==> src/slbs_pkg.sv <==
// ----------------------------------------------------------------------------
// slbs_pkg
// Shared types and constants for the smart-LED bit serialiser.
// ----------------------------------------------------------------------------
package slbs_pkg;

    localparam int COLOR_BITS = 24;
    localparam int COUNT_BITS = 8;
    localparam int CFG_WIDTH  = 16;
    localparam int CFG_IDX_W  = 2;
    localparam int BIT_IDX_W  = 5;

    // item opcodes
    localparam logic OP_TICK  = 1'b0;
    localparam logic OP_START = 1'b1;

    // register indexes
    localparam logic [CFG_IDX_W-1:0] REG_ZERO_HIGH = 2'd0;
    localparam logic [CFG_IDX_W-1:0] REG_ZERO_LOW  = 2'd1;
    localparam logic [CFG_IDX_W-1:0] REG_ONE_HIGH  = 2'd2;
    localparam logic [CFG_IDX_W-1:0] REG_ONE_LOW   = 2'd3;

    // register reset values
    localparam logic [CFG_WIDTH-1:0] ZERO_HIGH_RST = 16'd30;
    localparam logic [CFG_WIDTH-1:0] ZERO_LOW_RST  = 16'd100;
    localparam logic [CFG_WIDTH-1:0] ONE_HIGH_RST  = 16'd100;
    localparam logic [CFG_WIDTH-1:0] ONE_LOW_RST   = 16'd30;

    localparam logic [BIT_IDX_W-1:0] TOP_BIT = 5'd23;

    typedef struct packed {
        logic                  op;
        logic [COUNT_BITS-1:0] led_count;
        logic [COLOR_BITS-1:0] color;
    } in_word_t;

    typedef struct packed {
        logic line;
        logic busy_res;
        logic frame_done;
    } out_word_t;

    typedef struct packed {
        logic [CFG_WIDTH-1:0] zero_high_ticks;
        logic [CFG_WIDTH-1:0] zero_low_ticks;
        logic [CFG_WIDTH-1:0] one_high_ticks;
        logic [CFG_WIDTH-1:0] one_low_ticks;
    } cfg_t;

    typedef struct packed {
        logic active;
        logic in_high_phase;
    } stat_t;

endpackage

==> src/smart_led_bit_serializer.sv <==
// ----------------------------------------------------------------------------
// smart_led_bit_serializer
// One-wire smart-LED line driver: start words load a frame, tick words step
// the pulse waveform one tick each and return the line level.
// ----------------------------------------------------------------------------
//  channel  | direction | handshake           | payload
//  in       | input     | in_valid / in_ready | in_data  (op, led_count, color)
//  out      | output    | out_valid/out_ready | out_data (line, busy_res, frame_done)
//  cfg      | input     | cfg_we (no wait)    | cfg_index, cfg_data
//
// One word per cycle while out does not stall: each accepted word updates the
// frame state and its result lands in the output register at the same edge.
// in_ready is high whenever the output register is empty or being read.
// Reset clears the frame state and loads the default pulse lengths.
// A stall on out holds the result word and stops intake after one word.
// ----------------------------------------------------------------------------
module smart_led_bit_serializer
    import slbs_pkg::*;
#(
    parameter int TICK_COUNT_WIDTH = 16
)
(
    input  logic                 clk,
    input  logic                 rst_n,
    input  logic                 in_valid,
    output logic                 in_ready,
    input  in_word_t             in_data,
    output logic                 out_valid,
    input  logic                 out_ready,
    output out_word_t            out_data,
    input  logic                 cfg_we,
    input  logic [CFG_IDX_W-1:0] cfg_index,
    input  logic [CFG_WIDTH-1:0] cfg_data
);

    cfg_t      cfg;
    out_word_t result;
    stat_t     stat;
    logic      take;
    logic      can_load;

    assign in_ready = can_load;
    assign take     = in_valid && can_load;

    slbs_cfg u_cfg (
        .clk       (clk),
        .rst_n     (rst_n),
        .cfg_we    (cfg_we),
        .cfg_index (cfg_index),
        .cfg_data  (cfg_data),
        .cfg       (cfg)
    );

    slbs_core #(
        .TICK_COUNT_WIDTH (TICK_COUNT_WIDTH)
    ) u_core (
        .clk    (clk),
        .rst_n  (rst_n),
        .take   (take),
        .item   (in_data),
        .cfg    (cfg),
        .result (result),
        .stat   (stat)
    );

    slbs_out_stage u_out (
        .clk       (clk),
        .rst_n     (rst_n),
        .load      (take),
        .load_data (result),
        .can_load  (can_load),
        .out_valid (out_valid),
        .out_ready (out_ready),
        .out_data  (out_data)
    );

    // a start on an idle block with LEDs to send opens a frame
    a_start_opens: assert property (@(posedge clk) disable iff (!rst_n)
        (take && in_data.op == OP_START && !stat.active && in_data.led_count != '0)
        |=> (stat.active && stat.in_high_phase && out_data.line && out_data.busy_res))
        else $error("start did not open a frame");

    // the done word closes the frame
    a_done_closes: assert property (@(posedge clk) disable iff (!rst_n)
        (take && result.frame_done) |=> (!stat.active && out_valid && out_data.frame_done))
        else $error("frame still active after done");

    // an empty output register never blocks intake
    a_ready_when_empty: assert property (@(posedge clk) disable iff (!rst_n)
        !out_valid |-> in_ready)
        else $error("intake blocked with empty output");

    // ticks on an idle block leave it idle and quiet
    a_idle_tick: assert property (@(posedge clk) disable iff (!rst_n)
        (take && in_data.op == OP_TICK && !stat.active)
        |=> (!stat.active && !out_data.line && !out_data.busy_res))
        else $error("idle tick changed state");

endmodule

==> src/slbs_cfg.sv <==
// ----------------------------------------------------------------------------
// slbs_cfg
// Pulse length registers, written through a plain write port.
// ----------------------------------------------------------------------------
module slbs_cfg
    import slbs_pkg::*;
(
    input  logic                 clk,
    input  logic                 rst_n,
    input  logic                 cfg_we,
    input  logic [CFG_IDX_W-1:0] cfg_index,
    input  logic [CFG_WIDTH-1:0] cfg_data,
    output cfg_t                 cfg
);

    cfg_t cfg_reg;

    // register file, one register per index
    always_ff @(posedge clk or negedge rst_n)
    begin
        if (!rst_n)
        begin
            cfg_reg.zero_high_ticks <= ZERO_HIGH_RST;
            cfg_reg.zero_low_ticks  <= ZERO_LOW_RST;
            cfg_reg.one_high_ticks  <= ONE_HIGH_RST;
            cfg_reg.one_low_ticks   <= ONE_LOW_RST;
        end
        else if (cfg_we)
        begin
            case (cfg_index)
                REG_ZERO_HIGH: cfg_reg.zero_high_ticks <= cfg_data;
                REG_ZERO_LOW:  cfg_reg.zero_low_ticks  <= cfg_data;
                REG_ONE_HIGH:  cfg_reg.one_high_ticks  <= cfg_data;
                REG_ONE_LOW:   cfg_reg.one_low_ticks   <= cfg_data;
                default:       cfg_reg <= cfg_reg;
            endcase
        end
    end

    assign cfg = cfg_reg;

endmodule

==> src/slbs_core.sv <==
// ----------------------------------------------------------------------------
// slbs_core
// Frame state and pulse timer; works out one result word per accepted word.
// ----------------------------------------------------------------------------
module slbs_core
    import slbs_pkg::*;
#(
    parameter int TICK_COUNT_WIDTH = 16
)
(
    input  logic      clk,
    input  logic      rst_n,
    input  logic      take,
    input  in_word_t  item,
    input  cfg_t      cfg,
    output out_word_t result,
    output stat_t     stat
);

    localparam int CW = (TICK_COUNT_WIDTH > CFG_WIDTH) ? TICK_COUNT_WIDTH : CFG_WIDTH;

    logic                        active_reg,    active_next;
    logic [COLOR_BITS-1:0]       color_reg,     color_next;
    logic [COUNT_BITS-1:0]       leds_reg,      leds_next;
    logic [BIT_IDX_W-1:0]        bit_reg,       bit_next;
    logic                        high_reg,      high_next;
    logic [TICK_COUNT_WIDTH-1:0] phase_reg,     phase_next;

    logic                        cur_bit;
    logic [CFG_WIDTH-1:0]        len_raw;
    logic [CFG_WIDTH-1:0]        len_m1;
    logic [CW-1:0]               len_m1_ext;
    logic [CW-1:0]               mask_ext;
    logic [CW-1:0]               len_sat;
    logic                        phase_end;
    logic [COUNT_BITS-1:0]       leds_dec;

    // pulse length of the current phase, zero read as one, saturated to counter
    always_comb
    begin
        cur_bit = (bit_reg < BIT_IDX_W'(COLOR_BITS)) ? color_reg[bit_reg] : 1'b0;
        if (cur_bit)
            len_raw = high_reg ? cfg.one_high_ticks : cfg.one_low_ticks;
        else
            len_raw = high_reg ? cfg.zero_high_ticks : cfg.zero_low_ticks;
        len_m1     = (len_raw == '0) ? '0 : len_raw - CFG_WIDTH'(1);
        len_m1_ext = CW'(len_m1);
        mask_ext   = CW'({TICK_COUNT_WIDTH{1'b1}});
        len_sat    = (len_m1_ext > mask_ext) ? mask_ext : len_m1_ext;
        phase_end  = (CW'(phase_reg) >= len_sat);
        leds_dec   = leds_reg - COUNT_BITS'(1);
    end

    // next state and result
    always_comb
    begin
        active_next = active_reg;
        color_next  = color_reg;
        leds_next   = leds_reg;
        bit_next    = bit_reg;
        high_next   = high_reg;
        phase_next  = phase_reg;
        result      = '0;

        if (item.op == OP_START)
        begin
            if (!active_reg && (item.led_count != '0))
            begin
                active_next = 1'b1;
                color_next  = item.color;
                leds_next   = item.led_count;
                bit_next    = TOP_BIT;
                high_next   = 1'b1;
                phase_next  = '0;
            end
            result.line     = active_next & high_next;
            result.busy_res = active_next;
        end
        else if (active_reg)
        begin
            result.line     = high_reg;
            result.busy_res = 1'b1;
            if (phase_end)
            begin
                phase_next = '0;
                if (high_reg)
                begin
                    high_next = 1'b0;
                end
                else
                begin
                    high_next = 1'b1;
                    if (bit_reg == '0)
                    begin
                        leds_next = leds_dec;
                        bit_next  = TOP_BIT;
                        if (leds_dec == '0)
                        begin
                            active_next       = 1'b0;
                            high_next         = 1'b0;
                            result.frame_done = 1'b1;
                        end
                    end
                    else
                    begin
                        bit_next = bit_reg - BIT_IDX_W'(1);
                    end
                end
            end
            else
            begin
                phase_next = phase_reg + TICK_COUNT_WIDTH'(1);
            end
        end
    end

    // control state
    always_ff @(posedge clk or negedge rst_n)
    begin
        if (!rst_n)
        begin
            active_reg <= 1'b0;
            color_reg  <= '0;
            leds_reg   <= '0;
            bit_reg    <= TOP_BIT;
            high_reg   <= 1'b0;
            phase_reg  <= '0;
        end
        else if (take)
        begin
            active_reg <= active_next;
            color_reg  <= color_next;
            leds_reg   <= leds_next;
            bit_reg    <= bit_next;
            high_reg   <= high_next;
            phase_reg  <= phase_next;
        end
    end

    assign stat.active        = active_reg;
    assign stat.in_high_phase = high_reg;

endmodule

==> src/slbs_out_stage.sv <==
// ----------------------------------------------------------------------------
// slbs_out_stage
// Result register with valid/ready; refills in the cycle it is emptied.
// ----------------------------------------------------------------------------
module slbs_out_stage
    import slbs_pkg::*;
(
    input  logic      clk,
    input  logic      rst_n,
    input  logic      load,
    input  out_word_t load_data,
    output logic      can_load,
    output logic      out_valid,
    input  logic      out_ready,
    output out_word_t out_data
);

    logic      valid_reg;
    out_word_t data_reg;

    // room when empty or being drained this cycle
    assign can_load = !valid_reg || out_ready;

    // valid flag
    always_ff @(posedge clk or negedge rst_n)
    begin
        if (!rst_n)
            valid_reg <= 1'b0;
        else if (load)
            valid_reg <= 1'b1;
        else if (out_ready)
            valid_reg <= 1'b0;
    end

    // payload
    always_ff @(posedge clk)
    begin
        if (load)
            data_reg <= load_data;
    end

    assign out_valid = valid_reg;
    assign out_data  = data_reg;

endmodule

==> config.mk <==
export PLATFORM = sky130hd
export DESIGN_NAME = smart_led_bit_serializer
export DESIGN_NICKNAME = d
export VERILOG_FILES = /design/src/slbs_pkg.sv /design/src/smart_led_bit_serializer.sv /design/src/slbs_cfg.sv /design/src/slbs_core.sv /design/src/slbs_out_stage.sv
export SDC_FILE = /design/constraint.sdc
export NUM_CORES = 1
export LEC_CHECK = 0
export ABC_AREA = 1
export BUFFER_PORTS_ARGS = -buffer_cell sky130_fd_sc_hd__buf_4
export CAP_MARGIN = 25
export CORE_ASPECT_RATIO = 0.8
export CORE_MARGIN = 3
export CORE_UTILIZATION = 30
export DETAILED_ROUTE_END_ITERATION = 8
export PLACE_DENSITY = 0.51
export REMOVE_ABC_BUFFERS = 1
export SYNTH_ARGS = -nofsm -noshare
export SYNTH_HDL_FRONTEND = slang
export SYNTH_HIERARCHICAL = 1
export SYNTH_SLANG_ARGS = --single-unit
==> constraint.sdc <==
create_clock -name clk -period 4.9 [get_ports clk]
set_clock_uncertainty 0.1 [all_clocks]
set_input_delay 0.245 -clock clk [delete_from_list [all_inputs] [get_ports clk]]
set_output_delay 0.245 -clock clk [all_outputs]
set_load 0.01 [all_outputs]
### Yosys cells after proc, flatten, opt, wreduce, memory -nomap -nowiden

Cells that the tools add are included.

| storage, ports and cells | value |
|---|---|
| flip-flop bits (word level) | 123 |
| bits in latches | 0 |
| RAM bits | 0 |
| bits in read-only memories | 0 |
| input bits | 56 |
| output and inout port bits | 5 |
| logic and storage cells | 101 |
| memories kept | 0 |

| cells by class | value |
|---|---|
| add/subtract/negate cells | 4 |
| multiply operators | 0 |
| div/mod/pow operators | 0 |
| $lt $le $gt $ge | 4 |
| equal/unequal tests | 5 |
| shift operators | 0 |
| mux-type cells | 46 |
| bitwise gates (word level) | 4 |
| reductions and logical operators | 24 |

Operator list:

| cell | count |
|---|---|
| 16-bit 2-to-1 mux | 9 |
| 8-bit 2-to-1 mux | 6 |
| 5-bit 2-to-1 mux | 6 |
| 1-bit 2-to-1 mux | 22 |
| 16-bit by 1-bit adder with 16-bit output, second input constant | 1 |
| 16-bit >= comparator | 1 |
| 16-bit > comparator, second input constant | 1 |
| 16-bit logical NOT | 1 |
| 16-bit by 1-bit subtractor with 16-bit output, second input constant | 1 |
| 3-bit AND reduction | 3 |
| 8-bit logical NOT | 1 |
| 2-bit AND reduction | 4 |
| 2-bit nonzero test | 4 |
| 8-bit nonzero test | 1 |
| 8-bit by 1-bit subtractor with 8-bit output, second input constant | 1 |
| 5-bit by 6-bit < comparator with 1-bit output, second input constant | 1 |
| 6-bit AND reduction | 1 |
| 1-bit binary-select mux with 5-bit select | 1 |
| 5-bit logical NOT | 1 |
| 5-bit < comparator, second input constant | 1 |
| 5-bit AND reduction | 1 |
| 5-bit OR reduction | 1 |
| 5-bit by 1-bit subtractor with 5-bit output, second input constant | 1 |
| 2-bit equality test, second input constant | 2 |
| 11 further kinds | 15 |

### Longest topological paths before layout

Gate-level depths: netlist of the first run.

| depth | value |
|---|---|
| depth in word-level cells | 12 |
| gate-level depth with buffers | 28 |

### By module

Netlist of the first run, hierarchy kept.

Modules (own cells, without submodules):

| module | times used | cells each | area an instance (sq um) | sequential area each (sq um) |
|---|---|---|---|---|
| slbs_core | 1 | 726 | 4749.6 | 1381.3 |
| slbs_cfg | 1 | 285 | 2628.8 | 1619.1 |
| slbs_out_stage | 1 | 8 | 135.1 | 115.1 |
| smart_led_bit_serializer | 1 | 2 | 7.5 | 0.0 |

### Least setup slack after synthesis of the first run

Ideal clock, no wire load.

| path | value |
|---|---|
| path kind | reg-to-reg |
| start point | register u_core.bit_reg[1] |
| end point | register u_core.leds_reg[0] |
| library setup time | 0.067 ns |
| data arrival time | 3.797 ns |
| data required time | 4.733 ns |
| path slack | 0.936 ns |
| stages on the path, launching flop included | 27 |
| path buffers | 4 |
| clock period less this slack | 3.964 ns |
| cell sequence | dfstp_2 buf_4 clkinv_1 nand3_1 a21boi_1 nor2_1 nand2_4 nand2_4 buf_6 nand2_1 nand2_1 ha_1 nand3_1 nor2_1 nand3_2 and2_1 ha_1 o21ai_0 a21oi_1 o21bai_1 nand2_1 a21boi_0 o211ai_1 clkbuf_1 buf_1 nand4_1 nand2_1 |

| on the way | value |
|---|---|
| cells in the longest elaborated chain, start to end | 11 |

RTL lines:

| element | line | text |
|---|---|---|
| from (decl) | slbs_core.sv:25 | `logic [BIT_IDX_W-1:0] bit_reg, bit_next;` |
| from (signal assigned) | slbs_core.sv:134 | `bit_reg <= bit_next;` |
| 1-bit binary-select mux with 5-bit select | slbs_core.sv:41 | `cur_bit = (bit_reg < BIT_IDX_W'(COLOR_BITS)) ? color_reg[bit_reg] : 1'b0;` |
| 1-bit 2-to-1 mux (implied by the code) | slbs_core.sv:41 |  |
| 1-bit 2-to-1 mux | slbs_core.sv:41 |  |
| 16-bit 2-to-1 mux | slbs_core.sv:42 | `if (cur_bit)` |
| 16-bit by 1-bit subtractor with 16-bit output / 16-bit logical NOT (equally long branches) | slbs_core.sv:46 | `len_m1 = (len_raw == '0) ? '0 : len_raw - CFG_WIDTH'(1);` |
| 16-bit 2-to-1 mux | slbs_core.sv:46 |  |
| 16-bit > comparator | slbs_core.sv:49 | `len_sat = (len_m1_ext > mask_ext) ? mask_ext : len_m1_ext;` |
| 16-bit 2-to-1 mux | slbs_core.sv:49 |  |
| 16-bit >= comparator | slbs_core.sv:50 | `phase_end = (CW'(phase_reg) >= len_sat);` |
| 2-bit nonzero test (no line) | n/a |  |
| 6-bit AND reduction (no line) (*) | n/a |  |
| to (signal assigned) | slbs_core.sv:133 | `leds_reg <= leds_next;` |
| to (decl) | slbs_core.sv:24 | `logic [COUNT_BITS-1:0] leds_reg, leds_next;` |

Every way passes the cells marked *; elsewhere a longest branch is shown, timed or not. The select of a mux whose other input is x is not followed.
A chain may end at the register's enable or synchronous reset.

### Worst setup path after layout of the first run

| path | value |
|---|---|
| start point | register u_core.bit_reg[1] |
| end point | register u_core.phase_reg[6] |

| on the way | value |
|---|---|
| cells in the longest elaborated chain, start to end | 12 |

RTL lines:

| element | line | text |
|---|---|---|
| 1-bit binary-select mux with 5-bit select | slbs_core.sv:41 |  |
| 1-bit 2-to-1 mux (implied by the code) | slbs_core.sv:41 |  |
| 1-bit 2-to-1 mux (*) | slbs_core.sv:41 |  |
| 16-bit 2-to-1 mux (*) | slbs_core.sv:42 |  |
| 16-bit by 1-bit subtractor with 16-bit output / 16-bit logical NOT (equally long branches) | slbs_core.sv:46 |  |
| 16-bit 2-to-1 mux (*) | slbs_core.sv:46 |  |
| 16-bit > comparator | slbs_core.sv:49 |  |
| 16-bit 2-to-1 mux (*) | slbs_core.sv:49 |  |
| 16-bit >= comparator (*) | slbs_core.sv:50 |  |
| 16-bit 2-to-1 mux (*) | slbs_core.sv:83 | `if (phase_end)` |
| 16-bit 2-to-1 mux (*) | slbs_core.sv:79 | `else if (active_reg)` |
| 16-bit 2-to-1 mux (*) | slbs_core.sv:65 | `if (item.op == OP_START)` |
| to (signal assigned) | slbs_core.sv:136 | `phase_reg <= phase_next;` |
| to (decl) | slbs_core.sv:27 | `logic [TICK_COUNT_WIDTH-1:0] phase_reg, phase_next;` |

Marked as above.

==> results.py, run 1 <==
metrics = {
    "status": {
        "status": "finished, final reports clean",
    },
    "floorplan": {
        "die_h_um": 147,
        "placementRows": 51,
        "core_area_mm2": 0.0244,
        "die_area_mm2": 0.0270,
        "start_util_pct": 30.7,
        "io_pins": 61,
        "die_x_um": 183,
    },
    "clock_network": {
        "clock_latency_ns": 0.43,
        "cts.clk_slew.worst_paths_ns": 0.06,
        "h-tree-depth": 4,
        "cts_tree": "done",
        "clock_path_buffers": 2,
        "cts_root_buffer": "clkbuf_16",
        "numCtsBuffers": 17,
        "cts_sinks": 123,
    },
    "power": {
        "seqPwrFrac_pct": 26.0,
        "p_leak_uw": 0.00472,
        "power.switching_uw": 2230,
        "p_comb_share_pct": 48.5,
        "p_int_uw": 2920,
        "switching_share_pct": 43.3,
        "powerDensity_mw_per_mm2": 552,
        "clkPwrFrac_pct": 25.6,
        "ir_drop_v": 0.000350,
    },
    "routing": {
        "wl_met3_mm": 1.11,
        "wl_met1_mm": 11.0,
        "vias_per_cell": 4.78,
        "vias": 6889,
        "first_iter_violations": 571,
        "dr.pass1.iters": 5,
        "avgRoutedWirePerCell_um": 14.8,
        "ant_nets": 0,
        "top_layer_used": "met4",
        "wl_met2_mm": 9.07,
        "routed_wirelength_mm": 21.4,
        "drcViolationCount": 0,
    },
    "critical_path": {
        "reg2reg_to": "u_core/phase_reg[6]$_DFFE_PN0P_",
        "path_cells": "clkinvlp_4, nand3_1, o21ai_1, nand2_1, nand3_4, nand2_8, nand2_1, nand2_1, ha_1, nand3_1, nor2_1, nand3_4, and2_1, ha_1, o21ai_0, a21oi_1, o21bai_1, nand2_1, a21boi_0, o211ai_1, buf_4, nand2_1, clkinvlp_4, nor3_1",
        "cp_common_cell": "nand2_1",
        "critPathKind": "reg -> reg",
        "worstPathArrival_ns": 4.81,
        "r2r_slack_ns": 0.34,
        "r2r_cells": 24,
        "critical-path-max-stage-delay_ns": 0.63,
        "critPathCaptureType": "register",
        "r2r_start": "u_core/bit_reg[1]$_DFFE_PN1P_",
        "start_kind": "register",
        "cp_max_fo": 25,
        "cp.required_ns": 5.15,
        "cp_slowest_cell": "dfstp_2",
    },
    "timing": {
        "tightest_slew_ns": 0.956,
        "final.setup.worst_slack_ns": 0.340,
        "maxSlewViolCount": 0,
        "relSlewSlack_pct": 36.2,
        "fin_crit_ns": 4.56,
        "fmax_mhz": 219,
        "finalSetupViolCount": 0,
        "hold_violations": 0,
        "setup_tns_ns": 0,
        "fin_crit_sh_pct": 93.1,
    },
    "global_route": {
        "grt_overflow_total": 0,
        "grt_max_degree": 69,
        "antenna_found_initial": 0,
        "grt_pass1_vias": 6444,
        "grt_pass1_wl_mm": 34.8,
        "grt_use_total_pct": 16.1,
    },
    "run": {
        "drv_cap": 0,
    },
    "placed_design": {
        "hpwl_mm": 14.3,
        "dp_cells": 1359,
        "place_congestion": 0.881,
        "port_buffers": 60,
        "pre_cts_slack_ns": -0.229,
    },
    "final_layout": {
        "largest_register_ffs": 64,
        "final_common_cell": "nand2_1",
        "diodes": 0,
        "layout-drive-gt1-share_pct": 15.6,
        "layout.nets": 1188,
        "stdcell_count": 1441,
        "final_cell_mix": "392 x nand2_1, 102 x dfrtp_1, 76 x buf_4, 75 x nand3_1, 71 x nor2_1",
        "area_growth_pct": 24.1,
    },
    "synthesis": {
        "ys_warn_count": 6,
        "syn_avg_cell_area_um2": 7.37,
        "syn_inst": 1019,
        "synth_area_mm2": 0.00751,
    },
    "hold_path": {
        "hold-path-endpoint": "u_core/leds_reg[7]$_DFFE_PN0P_",
        "hold_start": "in_data[31]",
        "hp-class": "in -> reg",
        "hold_depth": 5,
    },
}
## power by group through the flow
stage / sequential [uW] / clock [uW] / combinational (uW)
2_1_floorplan: 1350 / 0 / 1740
3_3_place_gp: 1350 / 0 / 2430
3_5_place_dp: 1350 / 0 / 2440
4_1_cts: 1330 / 1350 / 2480
5_1_grt: 1360 / 1390 / 2860
6_report: 1340 / 1310 / 2490
## layer usage
layer  global-route usage, %  vias to the layer above
li1                        -                     3504
met1                    23.9                     3192
met2                    23.5                      173
met3                    3.71                       20
met4                    4.34                        0
met5                       0                        -
## critical path: cells and delay by family, from the launching register on
family	cells	cell delay, ns
DFF	1	0.63
buffers and inverters	3	0.62
and+or+nand+nor	13	1.86
AOI/OAI and AO/OA	6	0.81
adders and majority gates	2	0.46
## cell type report
| class | instances | area [um^2] |
|---|---|---|
| fillers | 2558 | 15100 |
| multi-input cells | 772 | 3870 |
| flip-flops and latches | 123 | 3120 |
| repair buffers | 119 | 1010 |
| clock buffers | 26 | 541 |
| well taps | 318 | 398 |
| inverters | 76 | 293 |
| clock inverters | 6 | 80.1 |
| repair inverters | 1 | 7.51 |
## worst max path at each step
stage / from / endpoint / slack [ns] / depth (start not counted)
floorplan: u_core/bit_reg[0]$_DFFE_PN1P_ / u_core/leds_reg[0]$_DFFE_PN0P_ / 0.15 / 25
global placement: u_core/bit_reg[1]$_DFFE_PN1P_ / u_core/leds_reg[1]$_DFFE_PN0P_ / -0.06 / 23
detailed placement: u_core/bit_reg[1]$_DFFE_PN1P_ / u_core/leds_reg[1]$_DFFE_PN0P_ / -0.23 / 23
CTS: u_core/bit_reg[1]$_DFFE_PN1P_ / u_core/phase_reg[13]$_DFFE_PN0P_ / 0.18 / 24
global route: u_core/bit_reg[1]$_DFFE_PN1P_ / u_core/phase_reg[13]$_DFFE_PN0P_ / -0.04 / 24
finish: u_core/bit_reg[1]$_DFFE_PN1P_ / u_core/phase_reg[6]$_DFFE_PN0P_ / 0.34 / 24
## timing repair
item / CTS / global route
endpoints found under the setup margin: 26 / 29
resized for setup: 0 / 5
endpoints found under the hold margin: 139 / 0
pin swaps: 1 / 1
hold buffers: 42 / 0
setup buffers: 3 / 4
cloned: 0 / 1
## stage by stage
| stage | instance area (um^2) | util (%) | total power, uW | hold slack, ns |
|---|---|---|---|---|
| 4_1_cts | 9250 | 37.9 | 5160 | 0.0820 |
| 3_5_place_dp | 8190 | 33.5 | 3780 | 0.311 |
| 5_1_grt | 9310 | 38.1 | 5610 | 0.137 |
| 3_3_place_gp | 8190 | 33.5 | 3770 | 0.318 |
| 2_1_floorplan | 7250 | - | 3090 | -0.151 |
| 6_report | 9310 | 38.1 | 5140 | 0.102 |
Power figures use the tool's default switching activity.
==> run 2, diff against run 1 <==
Clock period 4.9 ns to 5.2 ns, I/O delays scaled along.
==> run 2 against run 1 <==
  * Non-clock buffer count shrank 9
  * Register-to-register slack gained 0.23 ns
  * Largest power group unchanged
  * Count of clock-buffer cells in the layout fell by 1
  * Utilization decreased by 0.46 points
  * Combinational power fell by 6%
  * Final cell count shrank 0.62%
  * Largest cell class unchanged
  * Sequential share of layout area is 0.40 points higher
  * Hold slack worse by 0.086 ns
==> results.py, run 2 (synthesized netlist as in run 1, its figures left out) <==
metrics = {
    "clock_network": {
        "clock_latency_ns": 0.43,
        "h-tree-depth": 4,
        "cts_root_buffer": "clkbuf_16",
        "cts_tree": "done",
        "cts_sinks": 123,
        "clock_path_buffers": 2,
        "numCtsBuffers": 17,
        "cts.clk_slew.worst_paths_ns": 0.06,
    },
    "final_layout": {
        "diodes": 0,
        "largest_register_ffs": 64,
        "final_common_cell": "nand2_1",
        "layout-drive-gt1-share_pct": 14.7,
        "layout.nets": 1179,
        "final_util_pct": 37.7,
        "stdcell_count": 1432,
        "area_growth_pct": 22.6,
        "final_cell_mix": "392 x nand2_1, 102 x dfrtp_1, 75 x nand3_1, 71 x nor2_1, 69 x buf_4",
        "nFillCells": 2578,
    },
    "global_route": {
        "grt_use_met2_pct": 23.2,
        "grt.busiest_layer": "met2",
        "grt_pass1_wl_mm": 33.8,
        "grt_use_total_pct": 15.7,
        "grtUsageMet1_pct": 23.0,
        "met3_usage_pct": 4.28,
        "antenna_found_initial": 0,
        "grt_max_degree": 77,
        "grt_pass1_vias": 6337,
        "grt_overflow_total": 0,
    },
    "hold_path": {
        "hp-class": "in -> reg",
        "hold_start": "cfg_data[13]",
    },
    "routing": {
        "avgRoutedWirePerCell_um": 14.7,
        "ant_nets": 0,
        "drcViolationCount": 0,
        "first_iter_violations": 458,
        "dr.pass1.iters": 4,
        "vias": 6813,
        "vias_per_cell": 4.76,
        "routed_wirelength_mm": 21.0,
    },
    "timing": {
        "finalSetupViolCount": 0,
        "fin_crit_sh_pct": 89.0,
        "grt_setup_unrepaired": "no",
        "maxSlewViolCount": 0,
        "setup_tns_ns": 0,
        "fmax_mhz": 216,
        "hold_violations": 0,
        "relSlewSlack_pct": 34.6,
        "fin_crit_ns": 4.63,
        "tightest_slew_ns": 0.980,
    },
    "floorplan": {
        "placementRows": 51,
        "die_x_um": 183,
        "die_h_um": 147,
        "start_util_pct": 30.7,
        "io_pins": 61,
        "core_area_mm2": 0.0244,
        "die_area_mm2": 0.0270,
    },
    "placed_design": {
        "port_buffers": 60,
        "place_congestion": 0.874,
        "dp_cells": 1355,
        "hpwl_mm": 14.4,
    },
    "run": {
        "drv_cap": 0,
    },
    "power": {
        "ir_drop_v": 0.000247,
        "powerDensity_mw_per_mm2": 519,
        "totalPowerFinal_uw": 4770,
        "p_leak_uw": 0.00467,
    },
    "critical_path": {
        "cp.required_ns": 5.44,
        "cp_max_fo": 28,
        "critPathKind": "reg -> reg",
        "worstPathArrival_ns": 4.87,
        "cp-startpoint": "u_core/high_reg$_DFFE_PN0P_",
        "start_kind": "register",
        "critPathCaptureType": "register",
        "r2r_start": "u_core/high_reg$_DFFE_PN0P_",
    },
    "status": {
        "status": "finished, final reports clean",
    },
}
## run 2: cell types whose count changed in the layout (fill, tap and decap cells not counted), moves of 2 or more
cell | previous run | this run
buf_4 | 76 | 69
clkbuf_1 | 2 | 5
clkbuf_8 | 6 | 3
dlygate4sd3_1 | 42 | 40
## run 2: repair_timing
item | in CTS | in global routing
hold buffers | 40 | 0
hold endpoints to repair | 112 | 0
resized for setup | 0 | 3
setup buffers | 0 | 3
endpoints found under the setup margin | 0 | 27
## run 2: path summary, 6_finish.rpt
kind | slack (ns) | end | cells past startpoint
worst min register to register | 0.36 | u_cfg/cfg[38]$_DFFE_PN1P_ | 2
worst max-delay path | 0.57 | u_core/phase_reg[6]$_DFFE_PN0P_ | 22
max in group asynchronous | 4.07 | u_core/leds_reg[6]$_DFFE_PN0P_ | 3
min in group asynchronous | 0.12 | u_core/color_reg[18]$_DFFE_PN0P_ | 2
worst max register to register | 0.57 | u_core/phase_reg[6]$_DFFE_PN0P_ | 22
worst min-delay path | 0.02 | u_cfg/cfg[61]$_DFFE_PN0P_ | 3
## run 2: cell type report
cell class                 count  area, um^2  area share, %
timing repair buffer         110         946           10.3
clock buffer                  25         485           5.28
sequential                   123        3120           33.9
multi-input combinational    773        3880           42.2
clock inverter                 7        88.8          0.965
tap                          318         398           4.32
inverter                      76         289           3.14
## run 2: critical path: stages (launching register included)
cell and delay [ns]:
dfrtp_1 0.83, inv_2 0.48, nand2_1 0.15, nand2_1 0.06, inv_1 0.09, nand2_1 0.06, nand2_1 0.14, ha_1 0.20
nand3_1 0.09, nor2_1 0.21, nand3_4 0.22, and2_1 0.21, ha_1 0.26, o21ai_0 0.15, a21oi_1 0.08, o21bai_1 0.12
nand2_1 0.06, a21boi_0 0.20, o211ai_1 0.11, buf_4 0.23, nand2_1 0.08, inv_1 0.21, nor3_1 0.19
## run 2: metal layers
layer / routed length [um] / share of wire, %
met1: 10800 / 51
met2: 9110 / 43
met3: 990 / 4.7
met4: 128 / 0.61
met5: 0 / 0
## run 2: power breakdown
| part | leakage [uW] | switching (uW) | internal (uW) |
|---|---|---|---|
| Clock | 0.000282 | 427 | 741 |
| Combinational | 0.00291 | 1530 | 798 |
| Sequential | 0.00148 | 146 | 1130 |
| Total | 0.00467 | 2110 | 2670 |
## run 2: metrics by stage
stage	setup slack (ns)	cell area [um^2]	hold WS, ns
after floorplan	0.454	7250	-0.136
after global placement	0.457	8150	0.351
after detailed placement	0.315	8150	0.353
after CTS	0.290	9120	0.00528
after global routing	0.00940	9200	0.0304
final	0.571	9200	0.0155
